`config.mk`:
```
export PLATFORM = sky130hd
export DESIGN_NAME = irc_cell
export DESIGN_NICKNAME = d
export VERILOG_FILES = /design/src/sv/irc_pkg.sv /design/src/sv/irc_cell.sv
export SDC_FILE = /design/constraint.sdc
export NUM_CORES = 1
export LEC_CHECK = 0
export BUFFER_PORTS_ARGS = -buffer_cell sky130_fd_sc_hd__buf_2
export CORE_UTILIZATION = 50
export CTS_CLUSTER_SIZE = 20
export DETAILED_ROUTE_END_ITERATION = 10
export PLACE_DENSITY = 0.79
export SYNTH_ARGS = -nofsm -noshare
export SYNTH_HDL_FRONTEND = slang
export SYNTH_SLANG_ARGS = --single-unit
```
`constraint.sdc`:
```
create_clock -name clock -period 3.05 [get_ports clock]
set_input_delay 0.61 -clock clock [delete_from_list [all_inputs] [get_ports clock]]
set_output_delay 0.61 -clock clock [all_outputs]
set_load 0.02 [all_outputs]
```
`src/sv/irc_pkg.sv`:
```
`default_nettype none

package irc_pkg;

   localparam int VAL_W     = 32;
   localparam int CNT_W     = 12;
   localparam int NUM_W     = 13;
   localparam int PAIR_W    = 23;
   localparam int INV_W     = 19;
   localparam int PAIRS_W   = 19;
   localparam int RATIO_W   = 17;
   localparam int DIV_STEPS = 17;
   localparam int STEP_W    = 5;

   // One item travelling down the cell chain.
   typedef struct packed {
      logic                    valid;
      logic                    last;
      logic                    store;
      logic                    kept;
      logic signed [VAL_W-1:0] value;
      logic [CNT_W-1:0]        count;
   } irc_token_type;

   // Totals of one finished sequence, handed to the divider.
   typedef struct packed {
      logic              valid;
      logic [PAIR_W-1:0] inv;
      logic [NUM_W-1:0]  num;
      logic              drop;
   } irc_start_type;

   typedef enum logic [1:0] {
      DIV_IDLE,
      DIV_MULT,
      DIV_STEP,
      DIV_HOLD
   } irc_div_state_type;

endpackage

`default_nettype wire

```
`src/sv/irc_cell.sv`:
```
`default_nettype none

module irc_cell import irc_pkg::*; (
   input  wire logic          clock,
   input  wire logic          reset,
   input  wire irc_token_type tok_in,
   output irc_token_type      tok_out
);

   logic                    slot_valid_ff;
   logic                    slot_valid_in;
   logic signed [VAL_W-1:0] slot_value_ff;
   logic signed [VAL_W-1:0] slot_value_in;
   irc_token_type           tok_ff;
   irc_token_type           tok_in_next;
   logic                    greater;
   logic                    place;

   assign greater = tok_in.valid && slot_valid_ff && (slot_value_ff > tok_in.value);
   assign place   = tok_in.valid && tok_in.store && !slot_valid_ff;

   always_comb begin
      tok_in_next       = tok_in;
      tok_in_next.count = tok_in.count + CNT_W'(greater);
      if (place) begin
         tok_in_next.store = 1'b0;
      end
      slot_value_in = place ? tok_in.value : slot_value_ff;
      slot_valid_in = slot_valid_ff || place;
      // The closing item of a sequence empties every slot it passes.
      if (tok_in.valid && tok_in.last) begin
         slot_valid_in = 1'b0;
      end
   end

   always_ff @(posedge clock) begin
      if (reset) begin
         slot_valid_ff <= 1'b0;
         tok_ff.valid  <= 1'b0;
      end else begin
         slot_valid_ff <= slot_valid_in;
         tok_ff.valid  <= tok_in_next.valid;
      end
      slot_value_ff <= slot_value_in;
      tok_ff.last   <= tok_in_next.last;
      tok_ff.store  <= tok_in_next.store;
      tok_ff.kept   <= tok_in_next.kept;
      tok_ff.value  <= tok_in_next.value;
      tok_ff.count  <= tok_in_next.count;
   end

   assign tok_out = tok_ff;

endmodule

`default_nettype wire

```
==> flow_summary.toml <==
[worst_setup_path]
critPathCaptureType = "flop"
path_class = "primary input to flop"
critPathLaunchType = "primary input"
critical_path_peak_fanout = 4
timing.reg2reg.setup_slack_ps = 310
crit_arrival_ps = 3060
cp.required_ps = 3330

[yosys]
synth_area_um2 = 2985
post_synth_top_area_share = 0.3286
ys_warn_count = 0
ys_ff_latch = 81
postSynthAreaPerCell_um2 = 13.04
syn-instance-count = 229
synth_nets = 313
yosysSeqAreaShare = 0.6505
synthDominantAreaCellType = "sky130_fd_sc_hd__dfxtp_1"
synth.lib_cells_used.distinct = 27
netlist_top_cells_area = "sky130_fd_sc_hd__dfxtp_1, sky130_fd_sc_hd__edfxtp_1, sky130_fd_sc_hd__ha_1, sky130_fd_sc_hd__inv_1, sky130_fd_sc_hd__a21oi_1"

[timing]
post-route-period-util = 0.9121
final.setup_skew_ps = 8.380
grt_setup_unrepaired = "no"
final-setup-viol-count = 0
period_needed_ps = 2782
tightest_slew_ps = 394.9
report.final.slew_viol_count = 0
worst_slack_ps = 268.1
timing.fmax_ghz = 0.3595
timing.final.hold_violations = 0
relSlewSlack = 0.7367

[final_layout]
post_route_cells_drive_above_1_share = 0.3362
layout_commonest_cell = "sky130_fd_sc_hd__buf_2"
area_growth_syn_to_layout_pct = 27.33
layout.cell_area.non_filler_um2 = 3801
most_used_cells_in_the_layout_excluding_fill_and_tap_cells = "sky130_fd_sc_hd__buf_2, sky130_fd_sc_hd__dfxtp_1, sky130_fd_sc_hd__ha_1, sky130_fd_sc_hd__inv_1, sky130_fd_sc_hd__edfxtp_1"
nNetsFinal = 425
antenna-diode-count = 0

[floorplanning]
die_area_um2 = 6284
floorplan.core_area_um2 = 5642
initial_core_util = 0.5292
io_pins = 98
floorplan.die.width_um = 79.27
die-height_um = 79.27
core.rowCount = 27

[global_route]
grt_overflow_total = 0
number_of_global_route_vias_before_repair = 1973
initial_antenna_violation_count = 0
grt_start_max_net_pins = 30
wire_length_of_the_first_global_routing_pass_um = 8459
track_usage = 0.1817

[routing]
drt.antenna.violating_nets = 0
routed_wire_length_per_instance_um = 12.60
viasPerCell = 4.825
drtIter0Drc = 51
detailroute.via_count = 2012
routed_wirelength_um = 5254
drt-pass1-iter-count = 4
drc = 0

[placement]
portbufs = 97
dp_worst_setup_slack_ps = -70.11
globalplace.congestion = 0.7135
detailed_place_hpwl_um = 3886
placement.cell_area_um2 = 3598

[status]
outcome = "complete, no violations"

[hold_path]
holdCritPathClass = "primary input to flop"

[cts]
cts.htree.levels = 3
cts.repair_timing.setup_buffer_count = 0
hold_buffers = 0
numCtsBuffers = 9
cts-root-buf = "sky130_fd_sc_hd__clkbuf_8"
cts_tree = "built"
clkLatencyLatePin_ps = 350
worst_setup_hold_path_clk_slew_ps = 70
cts_max_path_buffers = 2
cts.repair.resized = 0
clkSinkCount = 81

[power_and_ir_drop]
p_clk_frac = 0.362
net-switching-power_w = 0.0005128
power.switching_fraction = 0.2286
p_leak_nw = 1.831
power_frac_comb = 0.105
max-vdd-ir-drop_uv = 383.7
power_per_cell_area_nw_per_um2 = 590.1
cell_internal_pwr_w = 0.001730
p_seq_frac = 0.533

[job]
maxCapViolations = 0
==> worst paths after layout <==
path / start / to / cells past startpoint
worst max register to register: slot_value_ff[27] / tok_out[8] / 12
worst min register to register: slot_valid_ff / slot_valid_ff / 2
worst min-delay path: tok_in[44] / tok_out[44] / 1
worst max-delay path: tok_in[39] / tok_out[8] / 14
==> layout make-up <==
class	count	area [um2]
multi-input combinational	115	927.1
inverter	33	123.9
clock inverter	4	71.32
sequential	81	1942
timing repair buffer	101	515.5
clock buffer	11	131.4
tap	72	90.09
fill	431	1841
==> cell families (layout without fill, tap and decap cells) <==
kind of cell,Yosys count,count (layout),share of synthesized area
xor gates and xnor gates,10,10,0.02934
AOI/OAI and AO/OA,30,30,0.06371
adders and majority gates,34,34,0.1425
DFF,81,81,0.6505
and+or+nand+nor,41,41,0.07250
buffers and inverters,33,149,0.04149
==> sequential cells by signal, summed over array words and instances (netlist names) <==
name,flops
tok_out,48
slot_value_ff,32
slot_valid_ff,1
==> cell usage after synthesis <==
master,instances
sky130_fd_sc_hd__inv_1,33
sky130_fd_sc_hd__ha_1,34
sky130_fd_sc_hd__nor3_1,1
sky130_fd_sc_hd__a21o_1,3
sky130_fd_sc_hd__o31a_1,1
sky130_fd_sc_hd__o21ai_0,4
sky130_fd_sc_hd__dfxtp_1,49
sky130_fd_sc_hd__a221o_1,1
sky130_fd_sc_hd__a221oi_1,1
sky130_fd_sc_hd__nand4_1,5
sky130_fd_sc_hd__nor2_1,4
sky130_fd_sc_hd__xnor2_1,7
sky130_fd_sc_hd__o31ai_2,1
sky130_fd_sc_hd__a21oi_1,15
sky130_fd_sc_hd__and3_1,2
sky130_fd_sc_hd__and4_1,4
sky130_fd_sc_hd__nand3_1,7
sky130_fd_sc_hd__edfxtp_1,32
sky130_fd_sc_hd__xor2_1,3
sky130_fd_sc_hd__a21boi_2,1
sky130_fd_sc_hd__nor2b_1,3
sky130_fd_sc_hd__a31oi_1,1
sky130_fd_sc_hd__a211oi_1,1
sky130_fd_sc_hd__o211ai_1,1
sky130_fd_sc_hd__and3b_1,1
sky130_fd_sc_hd__nor4_1,1
sky130_fd_sc_hd__nand2_1,13
==> metrics by stage <==
stage | power (W) | instances | hold slack (ps) | setup TNS (ps) | utilization
finish | 0.002243 | 417 | 357.5 | 0 | 0.6738
global route | 0.002344 | 417 | 333.7 | 0 | 0.6738
CTS | 0.002264 | 417 | 346.8 | 0 | 0.6738
detailed placement | 0.001458 | 402 | 560.9 | -157.6 | 0.6378
global placement | 0.001448 | 402 | 547.8 | 0 | 0.6378
floorplan | 0.001349 | 229 | 496.2 | 0 | -
==> per-layer routing <==
| metal | GRT usage | wire length [um] |
|---|---|---|
| met2 | 0.3172 | 2567 |
| met1 | 0.1920 | 2256 |
| met4 | 0.06000 | 76 |
| met5 | 0 | 0 |
| met3 | 0.08506 | 354 |
==> power groups by stage <==
stage	clock [W]	sequential (W)	combinational, W
after global routing	0.000880	0.00120	0.000264
after detailed placement	0	0.00122	0.000237
after floorplan	0	0.00127	0.0000837
after CTS	0.000828	0.00120	0.000240
after global placement	0	0.00122	0.000230
final	0.000812	0.00120	0.000236
==> critical path: stages <==
cell and delay, ps:
sky130_fd_sc_hd__buf_2 110, sky130_fd_sc_hd__inv_1 40, sky130_fd_sc_hd__ha_1 310, sky130_fd_sc_hd__a21oi_1 180, sky130_fd_sc_hd__o21ai_0 150, sky130_fd_sc_hd__a221oi_1 340
sky130_fd_sc_hd__o31a_1 210, sky130_fd_sc_hd__a21oi_1 60, sky130_fd_sc_hd__and3b_1 230, sky130_fd_sc_hd__ha_1 210, sky130_fd_sc_hd__ha_1 180, sky130_fd_sc_hd__nand3_1 120
sky130_fd_sc_hd__nor2_1 140, sky130_fd_sc_hd__xor2_1 150
Power figures use the tool's default switching activity.
