==> src/sv/irc_pkg.sv <==
`default_nettype none

package irc_pkg;

   localparam int VAL_W     = 32;
   localparam int CNT_W     = 12;
   localparam int NUM_W     = 13;
   localparam int PAIR_W    = 23;
   localparam int INV_W     = 19;
   localparam int PAIRS_W   = 19;
   localparam int RATIO_W   = 17;
   localparam int DIV_STEPS = 17;
   localparam int STEP_W    = 5;

   // One item travelling down the cell chain.
   typedef struct packed {
      logic                    valid;
      logic                    last;
      logic                    store;
      logic                    kept;
      logic signed [VAL_W-1:0] value;
      logic [CNT_W-1:0]        count;
   } irc_token_type;

   // Totals of one finished sequence, handed to the divider.
   typedef struct packed {
      logic              valid;
      logic [PAIR_W-1:0] inv;
      logic [NUM_W-1:0]  num;
      logic              drop;
   } irc_start_type;

   typedef enum logic [1:0] {
      DIV_IDLE,
      DIV_MULT,
      DIV_STEP,
      DIV_HOLD
   } irc_div_state_type;

endpackage

`default_nettype wire

==> src/sv/irc_if.sv <==
`default_nettype none


interface irc_rsp_if import irc_pkg::*; ();
   logic               valid;
   logic               ready;
   logic [INV_W-1:0]   inversions;
   logic [PAIRS_W-1:0] pairs;
   logic [RATIO_W-1:0] ratio;
   logic               too_few;
   logic               overflow;

   modport source (output valid, inversions, pairs, ratio, too_few, overflow, input ready);
   modport sink (input valid, inversions, pairs, ratio, too_few, overflow, output ready);
endinterface

`default_nettype wire

==> src/sv/irc_div.sv <==
`default_nettype none

module irc_div import irc_pkg::*; (
   input  wire logic          clock,
   input  wire logic          reset,
   input  wire irc_start_type start,
   irc_rsp_if.source          rsp_if
);

   irc_div_state_type  state_ff;
   irc_div_state_type  state_in;
   logic [PAIR_W-1:0]  inv_ff;
   logic [PAIR_W-1:0]  inv_in;
   logic [NUM_W-1:0]   num_ff;
   logic [NUM_W-1:0]   num_in;
   logic               drop_ff;
   logic               drop_in;
   logic               few_ff;
   logic               few_in;
   logic [PAIR_W-1:0]  pairs_ff;
   logic [PAIR_W-1:0]  pairs_in;
   logic [PAIR_W:0]    rem_ff;
   logic [PAIR_W:0]    rem_in;
   logic [RATIO_W-1:0] quot_ff;
   logic [RATIO_W-1:0] quot_in;
   logic [STEP_W-1:0]  step_ff;
   logic [STEP_W-1:0]  step_in;
   logic [2*NUM_W-1:0] prod;
   logic               few;
   logic               ge;
   logic [PAIR_W:0]    diff;

   assign prod = (2*NUM_W)'(num_ff) * (2*NUM_W)'(num_ff - NUM_W'(1));
   assign few  = num_ff < NUM_W'(2);
   assign ge   = rem_ff >= {1'b0, pairs_ff};
   assign diff = ge ? (rem_ff - {1'b0, pairs_ff}) : rem_ff;

   always_comb begin
      state_in = state_ff;
      unique case (state_ff)
         DIV_IDLE: begin
            if (start.valid) begin
               state_in = DIV_MULT;
            end
         end
         DIV_MULT: begin
            state_in = few ? DIV_HOLD : DIV_STEP;
         end
         DIV_STEP: begin
            if (step_ff == STEP_W'(DIV_STEPS - 1)) begin
               state_in = DIV_HOLD;
            end
         end
         DIV_HOLD: begin
            if (rsp_if.ready) begin
               state_in = DIV_IDLE;
            end
         end
         default: state_in = DIV_IDLE;
      endcase
   end

   // Restoring division: the remainder never exceeds twice the divisor, so
   // each step is one compare and subtract giving one quotient bit.
   always_comb begin
      inv_in   = inv_ff;
      num_in   = num_ff;
      drop_in  = drop_ff;
      few_in   = few_ff;
      pairs_in = pairs_ff;
      rem_in   = rem_ff;
      quot_in  = quot_ff;
      step_in  = step_ff;
      unique case (state_ff)
         DIV_IDLE: begin
            inv_in  = start.inv;
            num_in  = start.num;
            drop_in = start.drop;
         end
         DIV_MULT: begin
            few_in   = few;
            pairs_in = few ? '0 : PAIR_W'(prod >> 1);
            inv_in   = few ? '0 : inv_ff;
            rem_in   = {1'b0, inv_ff};
            quot_in  = '0;
            step_in  = '0;
         end
         DIV_STEP: begin
            rem_in  = diff << 1;
            quot_in = {quot_ff[RATIO_W-2:0], ge};
            step_in = step_ff + STEP_W'(1);
         end
         DIV_HOLD: begin
         end
         default: begin
         end
      endcase
   end

   always_ff @(posedge clock) begin
      if (reset) begin
         state_ff <= DIV_IDLE;
      end else begin
         state_ff <= state_in;
      end
      inv_ff   <= inv_in;
      num_ff   <= num_in;
      drop_ff  <= drop_in;
      few_ff   <= few_in;
      pairs_ff <= pairs_in;
      rem_ff   <= rem_in;
      quot_ff  <= quot_in;
      step_ff  <= step_in;
   end

   assign rsp_if.valid      = (state_ff == DIV_HOLD);
   assign rsp_if.inversions = INV_W'(inv_ff);
   assign rsp_if.pairs      = PAIRS_W'(pairs_ff);
   assign rsp_if.ratio      = quot_ff;
   assign rsp_if.too_few    = few_ff;
   assign rsp_if.overflow   = drop_ff;

   assert property (@(posedge clock) disable iff (reset)
      start.valid |-> state_ff == DIV_IDLE)
      else $error("sequence totals arrived while the divider was busy");

   assert property (@(posedge clock) disable iff (reset)
      state_ff == DIV_HOLD && !few_ff |-> quot_ff <= RATIO_W'(1 << (RATIO_W - 1)))
      else $error("ratio above one");

endmodule

`default_nettype wire

==> src/flat_wrapper.sv <==
// flat-port wrapper written by rule: the top's interface ports become plain ports
module irc_div_flat import irc_pkg::*;
  (clock, reset, start, rsp_if_valid, rsp_if_inversions, rsp_if_pairs, rsp_if_ratio, rsp_if_too_few, rsp_if_overflow, rsp_if_ready);
  irc_rsp_if rsp_if_i ();
  input  wire logic clock;
  input  wire logic reset;
  input  wire irc_start_type start;
  output wire logic [$bits(rsp_if_i.valid)-1:0] rsp_if_valid;
  output wire logic [$bits(rsp_if_i.inversions)-1:0] rsp_if_inversions;
  output wire logic [$bits(rsp_if_i.pairs)-1:0] rsp_if_pairs;
  output wire logic [$bits(rsp_if_i.ratio)-1:0] rsp_if_ratio;
  output wire logic [$bits(rsp_if_i.too_few)-1:0] rsp_if_too_few;
  output wire logic [$bits(rsp_if_i.overflow)-1:0] rsp_if_overflow;
  input wire logic [$bits(rsp_if_i.ready)-1:0] rsp_if_ready;
  assign rsp_if_valid = rsp_if_i.valid;
  assign rsp_if_inversions = rsp_if_i.inversions;
  assign rsp_if_pairs = rsp_if_i.pairs;
  assign rsp_if_ratio = rsp_if_i.ratio;
  assign rsp_if_too_few = rsp_if_i.too_few;
  assign rsp_if_overflow = rsp_if_i.overflow;
  assign rsp_if_i.ready = rsp_if_ready;
  irc_div u_core (.clock(clock), .reset(reset), .start(start), .rsp_if(rsp_if_i));
endmodule
==> config.mk <==
export PLATFORM = sky130hd
export DESIGN_NAME = irc_div_flat
export DESIGN_NICKNAME = d
export VERILOG_FILES = /design/src/sv/irc_pkg.sv /design/src/sv/irc_if.sv /design/src/sv/irc_div.sv /design/src/flat_wrapper.sv
export SDC_FILE = /design/constraint.sdc
export NUM_CORES = 1
export LEC_CHECK = 0
export BUFFER_PORTS_ARGS = -buffer_cell sky130_fd_sc_hd__buf_2
export CAP_MARGIN = 30
export CORE_MARGIN = 2
export CORE_UTILIZATION = 56
export CTS_BUF_LIST = sky130_fd_sc_hd__clkbuf_8 sky130_fd_sc_hd__clkbuf_16
export DETAILED_ROUTE_END_ITERATION = 8
export PLACE_DENSITY_LB_ADDON = 0.08
export SYNTH_ARGS = -nofsm -noshare
export SYNTH_HDL_FRONTEND = slang
export SYNTH_SLANG_ARGS = --single-unit
==> constraint.sdc <==
create_clock -name clock -period 6.6 [get_ports clock]
set_input_delay 0.66 -clock clock [delete_from_list [all_inputs] [get_ports clock]]
set_output_delay 0.66 -clock clock [all_outputs]
set_load 0.005 [all_outputs]
==> summary.txt <==
Run status
  • Status: complete, no violations

Die
  • Num ports: 99
  • Initial Util: 56.7%
  • Core Box Area: 0.0216 sq mm
  • Die width: 152 um
  • FP Rows: 54
  • Die Y: 152 um
  • Die area: 0.0231 sq mm

Global routing
  • Total track usage: 24.0%
  • Antenna violations before repair: 1
  • Largest net degree at the start of global routing: 47
  • GRT overflow: 0
  • Vias in the first global route: 8784
  • First-pass GRT wire length: 44600 um

Logic synthesis
  • Sequential area share after synthesis: 26.5%
  • Flops & latches, synth: 109
  • Syn. warnings: 0
  • Cell taking the most area after synthesis: edfxtp_1
  • Gate Count Post-Synth: 1227
  • Synth top area share: 26.2%
  • Synthesized area: 0.0123 sq mm
  • Commonest register cell after synthesis: edfxtp_1
  • Most area-consuming cells after synthesis: edfxtp_1 26%, fa_1 25%, ha_1 8.9%, inv_1 7.3%, nor2b_1 4.8%
  • Cell variety after synth: 62
  • Syn Area/Cell: 9.99 sq um
  • Post-synth EDFFs: 107
  • Post-synth ARST share: 0%

Route
  • DR DRC count: 0
  • Total number of vias: 8400
  • Routed WL: 26400 um
  • WL/cell: 16.5 um
  • DR pass1 iterations: 5
  • Vias/cell: 5.25
  • Antenna-violating nets left: 0
  • Starting DRC count in detailed routing: 442

Clock tree
  • CTS tree: done
  • Clk buf depth: 2
  • Clock Sinks: 109
  • CTS Root Cell: clkbuf_16
  • Worst-skew pair later-pin latency: 0.36 ns
  • Clock transition at path regs: 0.08 ns
  • H-tree levels: 3
  • CTS Buf Count: 9

STA
  • Final slew viol count: 0
  • Skew final: 0.0137 ns
  • # setup viols final: 0
  • Final setup margin: 0.300 ns
  • Fin. Hold Viols: 0
  • Worst slew margin: 59.6%
  • FMAX: 0.159 GHz
  • Final Cycle Share: 95.5%
  • Minimum clock period: 6.30 ns
  • Worst Tran Pin Value: 0.606 ns

Job
  • Max Cap Viol: 0

Placed design
  • Detailed Place HPWL: 21400 um
  • Placer Congestion: 0.851
  • Placed insts: 1583
  • Port Buf Inserts: 98
  • Pre-CTS setup slack: -0.0593 ns

Layout
  • Fillers: 1845
  • FF+latch area: 0.00325 sq mm
  • Multi-input gate area: 0.00785 sq mm
  • Layout cells sized above 1: 13.9%
  • Most frequent cells in the layout: 238 x inv_1, 156 x fa_1, 107 x edfxtp_1
  • Area Overhead vs Synth: 9.61%
  • Post-layout net count: 1599
  • Fin cells: 1601
  • Most common cell after layout, fill and taps aside: inv_1

Critical path
  • Most frequent CP cell: fa_1
  • Critical-path top delay cell: fa_1
  • Crit path DAT: 6.41 ns
  • Largest stage delay, worst path: 0.56 ns
  • Worst path bufs/invs: 5
  • CP Cell Sequence: buf_4 > or3_1 > ha_1 > nor2b_1 > fa_1 > inv_1 > fa_1 > inv_1 > fa_1 > fa_1 > inv_1 > fa_1 > inv_1 > ha_1 > or3_1 > a2111oi_4 > o21a_2 > nand2_1 > a21oi_1 > xnor2_1 > nor2_1
  • Worst setup path class: reg -> reg
  • Top Family by Delay on Critical Path: adder cells
  • CP startpoint kind: flop
  • Highest net fanout along the worst path: 10
  • Req. time, crit path: 6.71 ns
  • Worst setup EP type: flop

Min path
  • Tightest Hold Check Type: in -> reg
-- Yosys cell counts, drive strengths merged, types with 5 or more instances --
cell	count
buf	47
ha	87
nor3	13
a21oi	52
xor2	16
a211oi	5
fa	156
mux2i	7
a21o	16
nor2	68
clkbuf	31
o21a	13
xnor2	30
inv	237
a31oi	11
and2	26
nand2	32
nand3	13
nand2b	75
or3	5
o21ai	34
edfxtp	107
nor2b	96
-- sequential cells by signal, summed over array words and instances, names as in the netlist --
register,count
u_core.pairs_ff,23
u_core.num_ff,13
u_core.rsp_if.overflow,1
u_core.inv_ff,23
u_core.rem_ff,24
u_core.state_ff,2
u_core.rsp_if.too_few,1
u_core.rsp_if.ratio,17
u_core.step_ff,5
-- final timing paths --
kind / from / endpoint / slack [ns] / cells after the start
hold reg to reg: u_core.rsp_if.ratio[8] / u_core.rsp_if.ratio[9] / 0.56 / 1
setup / recovery: u_core.num_ff[2] / u_core.pairs_ff[20] / 0.30 / 21
hold / removal: start[2] / u_core.num_ff[1] / 0.47 / 1
setup reg to reg: u_core.num_ff[2] / u_core.pairs_ff[20] / 0.30 / 21
-- kinds of logic (layout without fill, tap and decap cells) --
family	Yosys count	count (layout)	synth area share, %
compound gates	154	154	8.18
xor+xnor	46	46	3.29
fa+ha+maj	243	243	34.4
buf+inv	316	388	11.0
flops	109	109	26.5
mux	11	11	0.939
other cells	2	24	0.0613
simple gates	346	346	15.6
-- final cells by class --
cell class | count | share of cell area, %
antenna | 1 | 0.0186
clock buffer | 9 | 1.68
clock inverter | 7 | 0.391
inverter | 238 | 6.65
multi-input combinational | 823 | 58.4
sequential | 109 | 24.2
tap | 280 | 2.61
timing repair buffer | 134 | 6.05
-- worst register-to-register path: cells and delay by family (launching register included) --
family | cells | cell delay, ns
buffers and inverters | 5 | 0.44
xor gates and xnor gates | 1 | 0.13
AOI/OAI and AO/OA | 3 | 0.77
adders and majority gates | 7 | 3.29
DFF | 1 | 0.48
and+or+nand+nor | 5 | 0.95
-- metal layers --
metal | up-vias | global-route usage, % | share of wire, %
li1 | 4001 | - | -
met1 | 4180 | 32.0 | 44
met2 | 201 | 41.9 | 50
met3 | 18 | 4.05 | 4.7
met4 | 0 | 4.72 | 1.2
met5 | - | 0 | 0
-- what timing repair did --
action	in CTS	in global routing
setup endpoints to repair	3	7
setup buffers	0	1
resized for setup	1	20
pin swaps	0	2
hold buffers	0	0
gates cloned	0	0
-- stage by stage --
stage          instance area (sq um)  setup TNS (ns)  utilization, %  hold slack (ns)
2_1_floorplan                  12300               0               -            0.497
3_3_place_gp                   13000               0            59.9            0.530
3_5_place_dp                   13000         -0.0993            60.3            0.539
4_1_cts                        13300               0            61.6            0.459
5_1_grt                        13400        -0.00395            62.1            0.463
6_report                       13400               0            62.1            0.471
Power is left out: the tool's default activity adds up to more than one toggle a clock period on the data nets, which glitch-free logic cannot reach.
